<file path="config.mk">
export PLATFORM = sky130hd
export DESIGN_NAME = file_upload_receiver
export DESIGN_NICKNAME = d
export VERILOG_FILES = /design/src/rtl/fur_pkg.sv /design/src/rtl/fur_ram.sv /design/src/rtl/file_upload_receiver.sv
export SDC_FILE = /design/constraint.sdc
export NUM_CORES = 1
export LEC_CHECK = 0
export BUFFER_PORTS_ARGS = -buffer_cell sky130_fd_sc_hd__buf_4
export CORE_MARGIN = 2
export CORE_UTILIZATION = 30
export CTS_BUF_LIST = sky130_fd_sc_hd__clkbuf_8
export DETAILED_ROUTE_END_ITERATION = 8
export HOLD_SLACK_MARGIN = 0.12
export PLACE_DENSITY_LB_ADDON = 0.12
export SYNTH_ARGS = -nofsm -noshare
export SYNTH_HDL_FRONTEND = slang
export SYNTH_HIERARCHICAL = 1
export SYNTH_SLANG_ARGS = --single-unit
</file>
<file path="constraint.sdc">
create_clock -name clk -period 8.3 [get_ports clk]
set_input_delay 1.245 -clock clk [delete_from_list [all_inputs] [get_ports clk]]
set_output_delay 1.245 -clock clk [all_outputs]
set_load 0.01 [all_outputs]
</file>
<file path="src/rtl/fur_pkg.sv">
// Shared types and constants for the file upload receiver.
// No dependencies; imported by file_upload_receiver, upload_checker and testbench.
`timescale 1ns / 1ps
`default_nettype none

package fur_pkg;

	localparam int ADDR_W            = 16;
	localparam int PTR_W             = 17;
	localparam int SLOT_W            = 4;
	localparam int BYTE_W            = 8;
	localparam int SLOTS_DEF         = 10;
	localparam int SEGMENT_BYTES_DEF = 512;
	localparam int CFG_IDX_W         = 1;

	// configuration register indexes
	localparam logic [CFG_IDX_W-1:0] CFG_REGION_START = 1'b0;
	localparam logic [CFG_IDX_W-1:0] CFG_REGION_END   = 1'b1;

	// reply codes
	localparam logic [1:0] REPLY_NONE  = 2'd0;
	localparam logic [1:0] REPLY_ACK   = 2'd1;
	localparam logic [1:0] REPLY_NACK  = 2'd2;
	localparam logic [1:0] REPLY_ERROR = 2'd3;

	// item opcodes
	localparam logic OP_START = 1'b0;
	localparam logic OP_BYTE  = 1'b1;

	typedef enum logic [2:0] {
		PH_IDLE   = 3'd0,
		PH_LEN_LO = 3'd1,
		PH_LEN_HI = 3'd2,
		PH_DATA   = 3'd3,
		PH_CHK    = 3'd4
	} phase_t;

	typedef struct packed {
		logic              op;
		logic [BYTE_W-1:0] rx_byte;
		logic [SLOT_W-1:0] slot_number;
		logic              file_kind;
	} item_t;

	typedef struct packed {
		logic [1:0]        reply_code;
		logic              write_en;
		logic [ADDR_W-1:0] write_addr;
		logic [BYTE_W-1:0] write_data;
		logic              erase_en;
		logic [ADDR_W-1:0] erase_addr;
		logic              commit_en;
		logic [SLOT_W-1:0] file_count;
		logic [PTR_W-1:0]  next_free_addr;
	} result_t;

	typedef struct packed {
		logic              in_use;
		logic              kind;
		logic [ADDR_W-1:0] start;
		logic [ADDR_W-1:0] size;
	} slot_entry_t;

endpackage

`default_nettype wire

</file>
<file path="src/rtl/fur_ram.sv">
// Generic single-write, single-read RAM with registered read data.
// No dependencies.
`timescale 1ns / 1ps
`default_nettype none

module fur_ram #(
	parameter int WIDTH = 8,
	parameter int DEPTH = 16
) (
	input  wire logic                                      clk,
	input  wire logic                                      we,
	input  wire logic [((DEPTH > 1) ? $clog2(DEPTH) : 1)-1:0] waddr,
	input  wire logic [WIDTH-1:0]                          wdata,
	input  wire logic [((DEPTH > 1) ? $clog2(DEPTH) : 1)-1:0] raddr,
	output logic      [WIDTH-1:0]                          rdata
);

	logic [WIDTH-1:0] mem_q [DEPTH];

	always_ff @(posedge clk) begin
		if (we) begin
			mem_q[waddr] <= wdata;
		end
		rdata <= mem_q[raddr];
	end

endmodule

`default_nettype wire

</file>
<file path="src/rtl/file_upload_receiver.sv">
// File upload receiver: top level, sequencing and slot table.
// Depends on fur_pkg and fur_ram.
`timescale 1ns / 1ps
`default_nettype none

// Usage
// - item channel (item_valid/item_ready/item): a start item (op 0) names the
//   slot and file kind; byte items (op 1) then carry length low, length high,
//   the data bytes and one checksum byte.
// - result channel (result_valid/result_ready/result): exactly one result item
//   per accepted item, in order: flash write, segment erase, reply code,
//   commit flag, slot count and next free address.
// - cfg channel (cfg_valid/cfg_ready/cfg_index/cfg_data): region_start and
//   region_end; always ready. Write only while no item is in flight.
// Results are registered: each appears in the cycle after its item is accepted.
// Throughput: one item per cycle while the output register is empty or draining.
//   The per-item work (compare, add, segment alignment check) is combinational;
//   the slot table RAM is read ahead at the pending slot, which a start item sets
//   at least three items before the checksum byte that needs it.
// Stall: a single output register holds the result; item_ready stays high
//   while that register is empty or being drained this cycle, so a stalled
//   receiver stops intake after one buffered result.
// Reset: the receiver goes idle, no slot is in use (per-entry valid bits),
//   free pointer = region_start = 0, region_end = 0xFFFF. No clearing pass.
module file_upload_receiver #(
	parameter int SLOTS         = fur_pkg::SLOTS_DEF,
	parameter int SEGMENT_BYTES = fur_pkg::SEGMENT_BYTES_DEF
) (
	input  wire logic                              clk,
	input  wire logic                              arst_n,
	input  wire logic                              item_valid,
	output logic                                   item_ready,
	input  wire fur_pkg::item_t                    item,
	output logic                                   result_valid,
	input  wire logic                              result_ready,
	output fur_pkg::result_t                       result,
	input  wire logic                              cfg_valid,
	output logic                                   cfg_ready,
	input  wire logic [fur_pkg::CFG_IDX_W-1:0]     cfg_index,
	input  wire logic [fur_pkg::ADDR_W-1:0]        cfg_data
);

	import fur_pkg::*;

	localparam int SLOT_AW = (SLOTS > 1) ? $clog2(SLOTS) : 1;

	// Segment alignment: SEGMENT_BYTES = 2^SEG_TZ * SEG_ODD. An address is
	// aligned when its low SEG_TZ bits are zero and the rest is a multiple
	// of SEG_ODD, tested by multiplying with the modular inverse.
	function automatic int seg_tz(input int v);
		int n;
		n = 0;
		for (int i = 0; i < 13; i++) begin
			if (((v >> i) & 1) == 0 && n == i) begin
				n = i + 1;
			end
		end
		return n;
	endfunction

	function automatic logic [PTR_W-1:0] odd_inverse(input int m);
		logic [PTR_W-1:0] x;
		logic [PTR_W-1:0] mm;
		mm = PTR_W'(m);
		x  = mm;
		for (int i = 0; i < 4; i++) begin
			x = PTR_W'(x * (PTR_W'(2) - PTR_W'(mm * x)));
		end
		return x;
	endfunction

	localparam int               SEG_TZ   = seg_tz(SEGMENT_BYTES);
	localparam int               SEG_ODD  = SEGMENT_BYTES >> SEG_TZ;
	localparam logic [PTR_W-1:0] SEG_INV  = odd_inverse(SEG_ODD);
	localparam logic [PTR_W-1:0] SEG_LIM  = PTR_W'(((2 ** PTR_W) - 1) / SEG_ODD);
	localparam logic [PTR_W-1:0] SEG_MASK = PTR_W'((2 ** SEG_TZ) - 1);

	function automatic logic seg_aligned(input logic [PTR_W-1:0] a);
		logic [PTR_W-1:0] x;
		logic [PTR_W-1:0] p;
		x = a >> SEG_TZ;
		p = PTR_W'(x * SEG_INV);
		return ((a & SEG_MASK) == '0) && (p <= SEG_LIM);
	endfunction

	// control state
	phase_t            phase_q, phase_d;
	logic [ADDR_W-1:0] region_start_q, region_end_q;
	logic [PTR_W-1:0]  free_ptr_q, free_ptr_d;
	logic [SLOT_W-1:0] used_q, used_d;
	logic              slot_valid_q [SLOTS];
	logic              result_valid_q;
	result_t           result_q, result_d;

	// upload context (no reset needed, always set before use)
	logic [ADDR_W-1:0] length_q, length_d;
	logic [ADDR_W-1:0] count_q, count_d;
	logic [BYTE_W-1:0] sum_q, sum_d;
	logic [ADDR_W-1:0] base_q, base_d;
	logic              base_aligned_q, base_aligned_d;
	logic [PTR_W-1:0]  wp_q, wp_d;
	logic [SLOT_W-1:0] pslot_q, pslot_d;
	logic              pkind_q, pkind_d;

	// slot table
	logic              tbl_we;
	logic [SLOT_AW-1:0] tbl_idx;
	slot_entry_t       tbl_wdata, tbl_rdata;
	logic              slot_ok;
	logic              slot_in_use;

	logic              accept;
	logic [PTR_W-1:0]  wp_inc;
	logic [ADDR_W-1:0] count_inc;
	logic [BYTE_W-1:0] sum_data, sum_chk;
	logic [PTR_W-1:0]  new_free;
	logic [PTR_W-1:0]  end_ext;
	logic              fp_aligned, wp_inc_aligned;

	assign item_ready   = !result_valid_q || result_ready;
	assign accept       = item_valid && item_ready;
	assign result_valid = result_valid_q;
	assign result       = result_q;
	assign cfg_ready    = 1'b1;

	// read ahead at the pending slot; entry in use needs both valid bit and RAM flag
	assign slot_ok     = (pslot_q != '0) && (pslot_q <= SLOT_W'(SLOTS));
	assign tbl_idx     = SLOT_AW'(pslot_q - SLOT_W'(1));
	assign slot_in_use = slot_ok && slot_valid_q[tbl_idx] && tbl_rdata.in_use;

	fur_ram #(
		.WIDTH($bits(slot_entry_t)),
		.DEPTH(SLOTS)
	) u_slot_ram (
		.clk  (clk),
		.we   (tbl_we),
		.waddr(tbl_idx),
		.wdata(tbl_wdata),
		.raddr(tbl_idx),
		.rdata(tbl_rdata)
	);

	assign wp_inc         = wp_q + PTR_W'(1);
	assign count_inc      = count_q + ADDR_W'(1);
	assign sum_data       = sum_q + item.rx_byte;
	assign sum_chk        = sum_q + item.rx_byte;
	assign new_free       = {1'b0, base_q} + {1'b0, count_q};
	assign end_ext        = {1'b0, region_end_q};
	assign fp_aligned     = seg_aligned(free_ptr_q);
	assign wp_inc_aligned = seg_aligned(wp_inc);

	always_comb begin
		phase_d        = phase_q;
		length_d       = length_q;
		count_d        = count_q;
		sum_d          = sum_q;
		base_d         = base_q;
		base_aligned_d = base_aligned_q;
		wp_d           = wp_q;
		pslot_d        = pslot_q;
		pkind_d        = pkind_q;
		free_ptr_d     = free_ptr_q;
		used_d         = used_q;
		tbl_we         = 1'b0;
		tbl_wdata      = '{in_use: 1'b1, kind: pkind_q, start: base_q, size: count_q};
		result_d       = '0;

		if (item.op == OP_START) begin
			pslot_d = item.slot_number;
			pkind_d = item.file_kind;
			phase_d = PH_LEN_LO;
		end else begin
			unique case (phase_q)
				PH_IDLE: begin
				end
				PH_LEN_LO: begin
					sum_d    = '0;
					count_d  = '0;
					length_d = {{(ADDR_W-BYTE_W){1'b0}}, item.rx_byte};
					phase_d  = PH_LEN_HI;
				end
				PH_LEN_HI: begin
					length_d = {item.rx_byte, length_q[BYTE_W-1:0]};
					if (free_ptr_q < {1'b0, region_start_q} || free_ptr_q > end_ext) begin
						result_d.reply_code = REPLY_ERROR;
						phase_d             = PH_IDLE;
					end else begin
						base_d         = free_ptr_q[ADDR_W-1:0];
						base_aligned_d = fp_aligned;
						wp_d           = free_ptr_q;
						if (fp_aligned) begin
							result_d.erase_en   = 1'b1;
							result_d.erase_addr = free_ptr_q[ADDR_W-1:0];
						end
						phase_d = (length_d == '0) ? PH_CHK : PH_DATA;
					end
				end
				PH_DATA: begin
					if (wp_q > end_ext) begin
						result_d.reply_code = REPLY_ERROR;
						phase_d             = PH_IDLE;
					end else begin
						result_d.write_en   = 1'b1;
						result_d.write_addr = wp_q[ADDR_W-1:0];
						result_d.write_data = item.rx_byte;
						wp_d                = wp_inc;
						count_d             = count_inc;
						sum_d               = sum_data;
						if (count_inc == length_q) begin
							phase_d = PH_CHK;
						end else if (wp_inc_aligned && wp_inc <= end_ext) begin
							result_d.erase_en   = 1'b1;
							result_d.erase_addr = wp_inc[ADDR_W-1:0];
						end
					end
				end
				PH_CHK: begin
					if (sum_chk == '0) begin
						if (!slot_ok) begin
							result_d.reply_code = REPLY_ERROR;
						end else begin
							tbl_we = accept;
							if (!slot_in_use) begin
								used_d = used_q + SLOT_W'(1);
							end
							if (new_free > free_ptr_q) begin
								free_ptr_d = new_free;
							end
							result_d.reply_code = REPLY_ACK;
							result_d.commit_en  = 1'b1;
						end
						phase_d = PH_IDLE;
					end else begin
						// nack: rewind to the base and expect the data again
						result_d.reply_code = REPLY_NACK;
						sum_d               = '0;
						count_d             = '0;
						wp_d                = {1'b0, base_q};
						if (base_aligned_q) begin
							result_d.erase_en   = 1'b1;
							result_d.erase_addr = base_q;
						end
						phase_d = (length_q == '0) ? PH_CHK : PH_DATA;
					end
				end
				default: begin
					phase_d = PH_IDLE;
				end
			endcase
		end

		result_d.file_count     = used_d;
		result_d.next_free_addr = free_ptr_d;
	end

	always_ff @(posedge clk or negedge arst_n) begin
		if (!arst_n) begin
			phase_q        <= PH_IDLE;
			region_start_q <= '0;
			region_end_q   <= '1;
			free_ptr_q     <= '0;
			used_q         <= '0;
			result_valid_q <= 1'b0;
			for (int i = 0; i < SLOTS; i++) begin
				slot_valid_q[i] <= 1'b0;
			end
		end else begin
			if (accept) begin
				phase_q        <= phase_d;
				free_ptr_q     <= free_ptr_d;
				used_q         <= used_d;
				result_valid_q <= 1'b1;
				if (tbl_we) begin
					slot_valid_q[tbl_idx] <= 1'b1;
				end
			end else begin
				if (result_ready) begin
					result_valid_q <= 1'b0;
				end
				if (cfg_valid && cfg_index == CFG_REGION_START && used_q == '0) begin
					free_ptr_q <= {1'b0, cfg_data};
				end
			end
			if (cfg_valid) begin
				unique case (cfg_index)
					CFG_REGION_START: region_start_q <= cfg_data;
					CFG_REGION_END:   region_end_q   <= cfg_data;
					default: begin
					end
				endcase
			end
		end
	end

	always_ff @(posedge clk) begin
		if (accept) begin
			result_q       <= result_d;
			length_q       <= length_d;
			count_q        <= count_d;
			sum_q          <= sum_d;
			base_q         <= base_d;
			base_aligned_q <= base_aligned_d;
			wp_q           <= wp_d;
			pslot_q        <= pslot_d;
			pkind_q        <= pkind_d;
		end
	end

endmodule

`default_nettype wire

</file>
==> results of run 1 <==
## cell usage in the layout, fill, tap and decap left out, types with 11 or more instances in the layout
cell type,count
inv_1,86
nand4_1,18
a22o_1,13
conb_1,11
nand3_1,29
and2_1,35
nor4_1,13
nor2b_1,19
ha_1,113
clkinv_1,11
xor2_1,22
o22ai_1,11
o21a_1,14
a21oi_1,40
clkinv_2,11
and3_1,13
clkbuf_8,45
dfrtp_1,51
a21o_1,37
nand2_1,106
nor2_1,70
and4_1,13
buf_4,115
nor3_1,29
dfstp_2,16
o21ai_0,46
mux2_2,30
xnor2_1,42
nand2b_1,12
edfxtp_1,154
## final cells by class
class / count / share of cell area, %
antenna: 2 / 0.0320
clock buffer: 45 / 3.97
clock inverter: 34 / 1.07
inverter: 75 / 1.81
multi-input combinational: 889 / 42.3
sequential: 222 / 40.6
tap: 592 / 4.74
timing repair buffer: 115 / 5.53
## critical path, delay by kind of cell, from the launching register on
family	cells	cell delay, ps
adders and majority gates	3	1020
AOI/OAI and AO/OA	10	2670
and+or+nand+nor	4	1570
DFF	1	510
## report_power, final
part / leakage (uW) / internal [uW] / switching (uW)
clock network: 0.000458 / 534 / 505
registers: 0.00230 / 1270 / 50.8
logic: 0.00379 / 197 / 313
total: 0.00655 / 2000 / 869
## metrics by stage
step                instance area [sq um]  hold slack [ps]  total power (uW)  utilization [%]
floorplan                           13400              423              1650                -
global placement                    14800              444              1850             33.6
detailed placement                  14800              453              1850             33.6
CTS                                 15600              465              2920             35.4
global route                        15600              477              3030             35.4
finish                              15600              456              2870             35.4
## final timing paths
check	from	end	slack, ps	depth (start not counted)
max in group asynchronous	arst_n	slot_valid_q[7]$_DFFE_PN0P_	6830	1
max reg2reg	count_q[0]$_SDFFCE_PP0P_	free_ptr_q[1]$_DFFE_PN0P_	2380	17
min	slot_valid_q[2]$_DFFE_PN0P_	slot_valid_q[2]$_DFFE_PN0P_	460	1
min reg2reg	slot_valid_q[2]$_DFFE_PN0P_	slot_valid_q[2]$_DFFE_PN0P_	460	1
min in group asynchronous	arst_n	free_ptr_q[11]$_DFFE_PN0P_	780	1
max	count_q[0]$_SDFFCE_PP0P_	free_ptr_q[1]$_DFFE_PN0P_	2380	17
## per-layer routing
metal,global-route usage (%),share of wire [%],vias to the layer above
li1,-,-,4763
met1,22.3,44,4817
met2,28.7,48,236
met3,3.13,5.0,74
met4,6.05,2.6,0
met5,0,0,-
## state kept, by name (all words and copies together), names as in the netlist
register / flops
pslot_q: 4
phase_q: 3
result: 66
count_q: 16
used_q: 4
base_q: 16
free_ptr_q: 17
u_slot_ram/mem_q: 10
sum_q: 8
base_aligned_q: 1
region_end_q: 16
region_start_q: 16
length_q: 16
slot_valid_q: 10
u_slot_ram/rdata: 1
wp_q: 17
result_valid: 1
==> flow_metrics.py, run 1 <==
metrics = {
    "timing": {
        "setup_violations": 0,
        "worst_slack_ps": 2380,
        "final-hold-violation-count": 0,
        "rsz0062_at_grt": "no",
        "setup_tns_ps": 0,
        "worstMarginPinSlew_ps": 1160,
        "post-route-period-util_pct": 71.3,
        "layout_min_cycle_time_ps": 5920,
        "maxSlewHeadroom_pct": 22.2,
        "max_freq_ghz": 0.169,
        "skew_ps": 22.7,
        "slew_violations": 0,
    },
    "drt": {
        "wl_per_cell_microns": 20.1,
        "drc_errors": 0,
        "wl_mm": 39.7,
        "num_vias": 9890,
        "drtIter0Drc": 549,
        "vias_per_cell": 5.01,
        "ant_nets": 0,
        "first_pass_iters": 5,
    },
    "placement": {
        "dp_hpwl_mm": 29.4,
        "dp.cells": 1893,
        "dp_slack_ps": 2450,
        "portBuffers": 102,
        "gp_congestion": 0.848,
    },
    "worst_hold_path": {
        "hold_class": "flip-flop to flip-flop",
    },
    "flow_run": {
        "max-cap-violations": 0,
    },
    "clocking": {
        "clockRootBuffer": "clkbuf_8",
        "ctsHoldBuffers": 0,
        "cts_tree": "yes",
        "cts_htree_levels": 2,
        "clkTransAtPathRegs_ps": 60,
        "worstSkewPairLatency_ps": 610,
        "postCtsSetupBuffers": 0,
        "clk_path_buf_depth": 3,
        "cts_resized": 0,
        "cts_buffers": 45,
        "clock_sinks": 222,
    },
    "global_routing": {
        "first_global_vias": 9991,
        "grt_max_degree": 71,
        "grt_first_pass_wirelength_mm": 60.7,
        "grtUsageTotal_pct": 17.2,
        "antenna_found_initial": 0,
        "grt_overflow": 0,
    },
    "finish": {
        "multi_input_area_sq_mm": 0.00660,
        "syn_to_final_growth_pct": 16.5,
        "nFillCells": 4515,
        "regArea_sq_mm": 0.00634,
        "final_layout_size_suffix_gt1_share_pct": 18.7,
        "instances_no_fill": 1974,
        "nNetsFinal": 1499,
    },
    "floorplan": {
        "rows": 77,
        "core-area_sq_mm": 0.0441,
        "die_area_sq_mm": 0.0464,
        "dieHeight_microns": 215,
        "ios": 105,
        "start_util_pct": 30.4,
        "die_x_microns": 215,
    },
    "critical_path": {
        "crit_chain": "ha_1, fa_1, a21o_1, a21oi_1, o21a_1, o21ai_0, o41ai_1, o21ai_0, a31o_2, ha_1, nand4_1, nor2_1, o221ai_1, o211ai_1, and4_1, nor2_1, a21o_1",
        "endpoint_kind": "flip-flop",
        "worstSetupPathType": "flip-flop to flip-flop",
        "arrival_ps": 6390,
        "critPathSlowestCell": "and4_1",
        "cp_max_fo": 18,
        "required_ps": 8770,
        "critPathMaxStageDelay_ps": 750,
        "critPathLaunchType": "flip-flop",
    },
    "yosys": {
        "avgSynthCellArea_sq_um": 10.9,
        "synth_area_sq_mm": 0.0134,
        "yosysWarnings": 6,
        "synth_cells": 1225,
    },
    "pwr": {
        "ir_worst_vdd_v": 0.000109,
        "powerDensity_mw_per_mm2": 184,
        "power_leakage_uw": 0.00655,
    },
    "run_status": {
        "status": "completed",
    },
}
Note: power is estimated with default switching activity, not from simulation.
==> run 2: changes to the inputs <==
Clock period 8.3 ns to 6.1 ns, I/O delays scaled along.
==> flow_metrics.py, run 2 (synthesis results as in run 1) <==
metrics = {
    "run_status": {
        "status": "completed",
    },
    "timing": {
        "final-hold-violation-count": 0,
        "maxSlewHeadroom_pct": 25.3,
        "holdWs_ps": 458,
        "setup_violations": 0,
        "max_freq_ghz": 0.184,
        "slew_violations": 0,
        "post-route-period-util_pct": 89.3,
        "setup_tns_ps": 0,
        "rsz0062_at_grt": "no",
        "worstMarginPinSlew_ps": 1110,
        "layout_min_cycle_time_ps": 5450,
        "skew_ps": 31.1,
    },
    "finish": {
        "layout_commonest_cell": "edfxtp_1",
        "syn_to_final_growth_pct": 17.0,
        "final_layout_size_suffix_gt1_share_pct": 19.0,
        "nNetsFinal": 1501,
        "multi_input_area_sq_mm": 0.00660,
        "num_antenna_cells": 0,
        "largest_reg_flops": 66,
        "instances_no_fill": 1977,
        "regArea_sq_mm": 0.00634,
        "fin_util_pct": 35.5,
        "final_area_sq_mm": 0.0157,
        "final_cell_mix": "edfxtp_1, buf_4, ha_1",
        "nFillCells": 4523,
    },
    "critical_path": {
        "endpoint_kind": "flip-flop",
        "arrival_ps": 5780,
        "cp_max_fo": 16,
        "r2r_slack_ps": 650,
        "crit_chain": "ha_1, fa_1, a21o_1, a21oi_1, o21a_1, o21ai_0, o41ai_1, o21ai_0, a31o_2, ha_1, nand4_1, nor2_1, o221ai_1, o211ai_1, and4_4, nand2_4, mux2_4",
        "critPathLaunchType": "flip-flop",
        "required_ps": 6440,
        "critical_path_cell_count": 17,
        "rr_worst_depth": 17,
        "critical_path.top_delay_family": "compound AO/OA/AOI/OAI gates",
        "crit_buf_inv": 0,
        "worstSetupPathType": "flip-flop to flip-flop",
        "critPathMaxStageDelay_ps": 660,
        "critPathSlowestCell": "o41ai_1",
    },
    "placement": {
        "dp.cells": 1896,
        "gp_congestion": 0.845,
        "portBuffers": 102,
        "dp_hpwl_mm": 29.9,
        "placed_area_sq_mm": 0.0149,
    },
    "drt": {
        "vias_per_cell": 5.02,
        "drc_errors": 0,
        "wl_mm": 40.1,
        "ant_nets": 0,
        "drtIter0Drc": 651,
        "num_vias": 9928,
        "wl_per_cell_microns": 20.3,
        "first_pass_iters": 6,
    },
    "flow_run": {
        "max-cap-violations": 0,
    },
    "global_routing": {
        "antenna_found_initial": 1,
        "grtUsageTotal_pct": 17.2,
        "grt_overflow": 0,
        "first_global_vias": 10100,
        "grt_first_pass_wirelength_mm": 61.0,
        "grt_max_degree": 71,
    },
    "floorplan": {
        "start_util_pct": 30.4,
        "die_x_microns": 215,
        "die_area_sq_mm": 0.0464,
        "ios": 105,
        "core-area_sq_mm": 0.0441,
        "dieHeight_microns": 215,
        "rows": 77,
    },
    "pwr": {
        "powerDensity_mw_per_mm2": 252,
        "power_leakage_uw": 0.00658,
        "ir_worst_vdd_v": 0.000108,
    },
    "clocking": {
        "worstSkewPairLatency_ps": 610,
        "cts_buffers": 43,
        "cts_tree": "yes",
        "cts_htree_levels": 2,
        "clockRootBuffer": "clkbuf_8",
        "clkTransAtPathRegs_ps": 60,
        "clk_path_buf_depth": 3,
        "cts_resized": 0,
        "clock_sinks": 222,
    },
    "worst_hold_path": {
        "hold_class": "flip-flop to flip-flop",
        "hold_depth": 1,
    },
}
run 2: changes by cell type in the layout (fill, tap and decap cells not counted):
| cell | previous run | this run |
|---|---|---|
| dlygate4sd3_1 | 0 | 1 |
| clkinv_2 | 11 | 7 |
| inv_1 | 86 | 87 |
| clkinvlp_4 | 0 | 3 |
| clkbuf_8 | 45 | 48 |
| clkinv_1 | 11 | 9 |
| buf_4 | 115 | 118 |
| diode_2 | 2 | 0 |
run 2: per-stage QoR:
step | power (uW) | setup WS (ps)
floorplan | 2250 | 768
global placement | 2520 | 893
detailed placement | 2520 | 868
CTS | 4020 | 787
global route | 4170 | 451
finish | 3950 | 654
run 2: final timing paths:
kind / end / from
setup / recovery: result[10]$_DFFE_PP_ / count_q[0]$_SDFFCE_PP0P_
hold / removal: slot_valid_q[2]$_DFFE_PN0P_ / slot_valid_q[2]$_DFFE_PN0P_
setup reg to reg: result[10]$_DFFE_PP_ / count_q[0]$_SDFFCE_PP0P_
hold reg to reg: slot_valid_q[2]$_DFFE_PN0P_ / slot_valid_q[2]$_DFFE_PN0P_
max in group asynchronous: free_ptr_q[4]$_DFFE_PN0P_ / arst_n
min in group asynchronous: region_start_q[11]$_DFFE_PN0P_ / arst_n
run 2: what timing repair did:
action                    4_1_cts  5_1_grt
hold endpoints to repair        3        0
hold buffers                    1        0
setup buffers                   0        0
run 2: per-layer routing:
metal | vias to the layer above | GRT usage (%) | share of wire, %
met5 | - | 0 | 0
met4 | 0 | 6.11 | 3.2
met3 | 89 | 3.76 | 5.1
met1 | 4859 | 22.1 | 44
met2 | 214 | 28.7 | 47
li1 | 4766 | - | -
run 2: power breakdown:
part           internal [uW]  total, uW  leakage, uW  switching [uW]
logic                    268        695      0.00381             426
clock network            765       1460     0.000467             699
registers               1720       1800      0.00230            70.9
run 2: cell type report:
type	instances	area share, %
Timing Repair Buffer	119	5.71
Tap cell	592	4.72
Clock buffer	48	4.21
Clock inverter	32	1.05
Multi-Input combinational cell	889	42.1
Inverter	75	1.80
Sequential cell	222	40.4
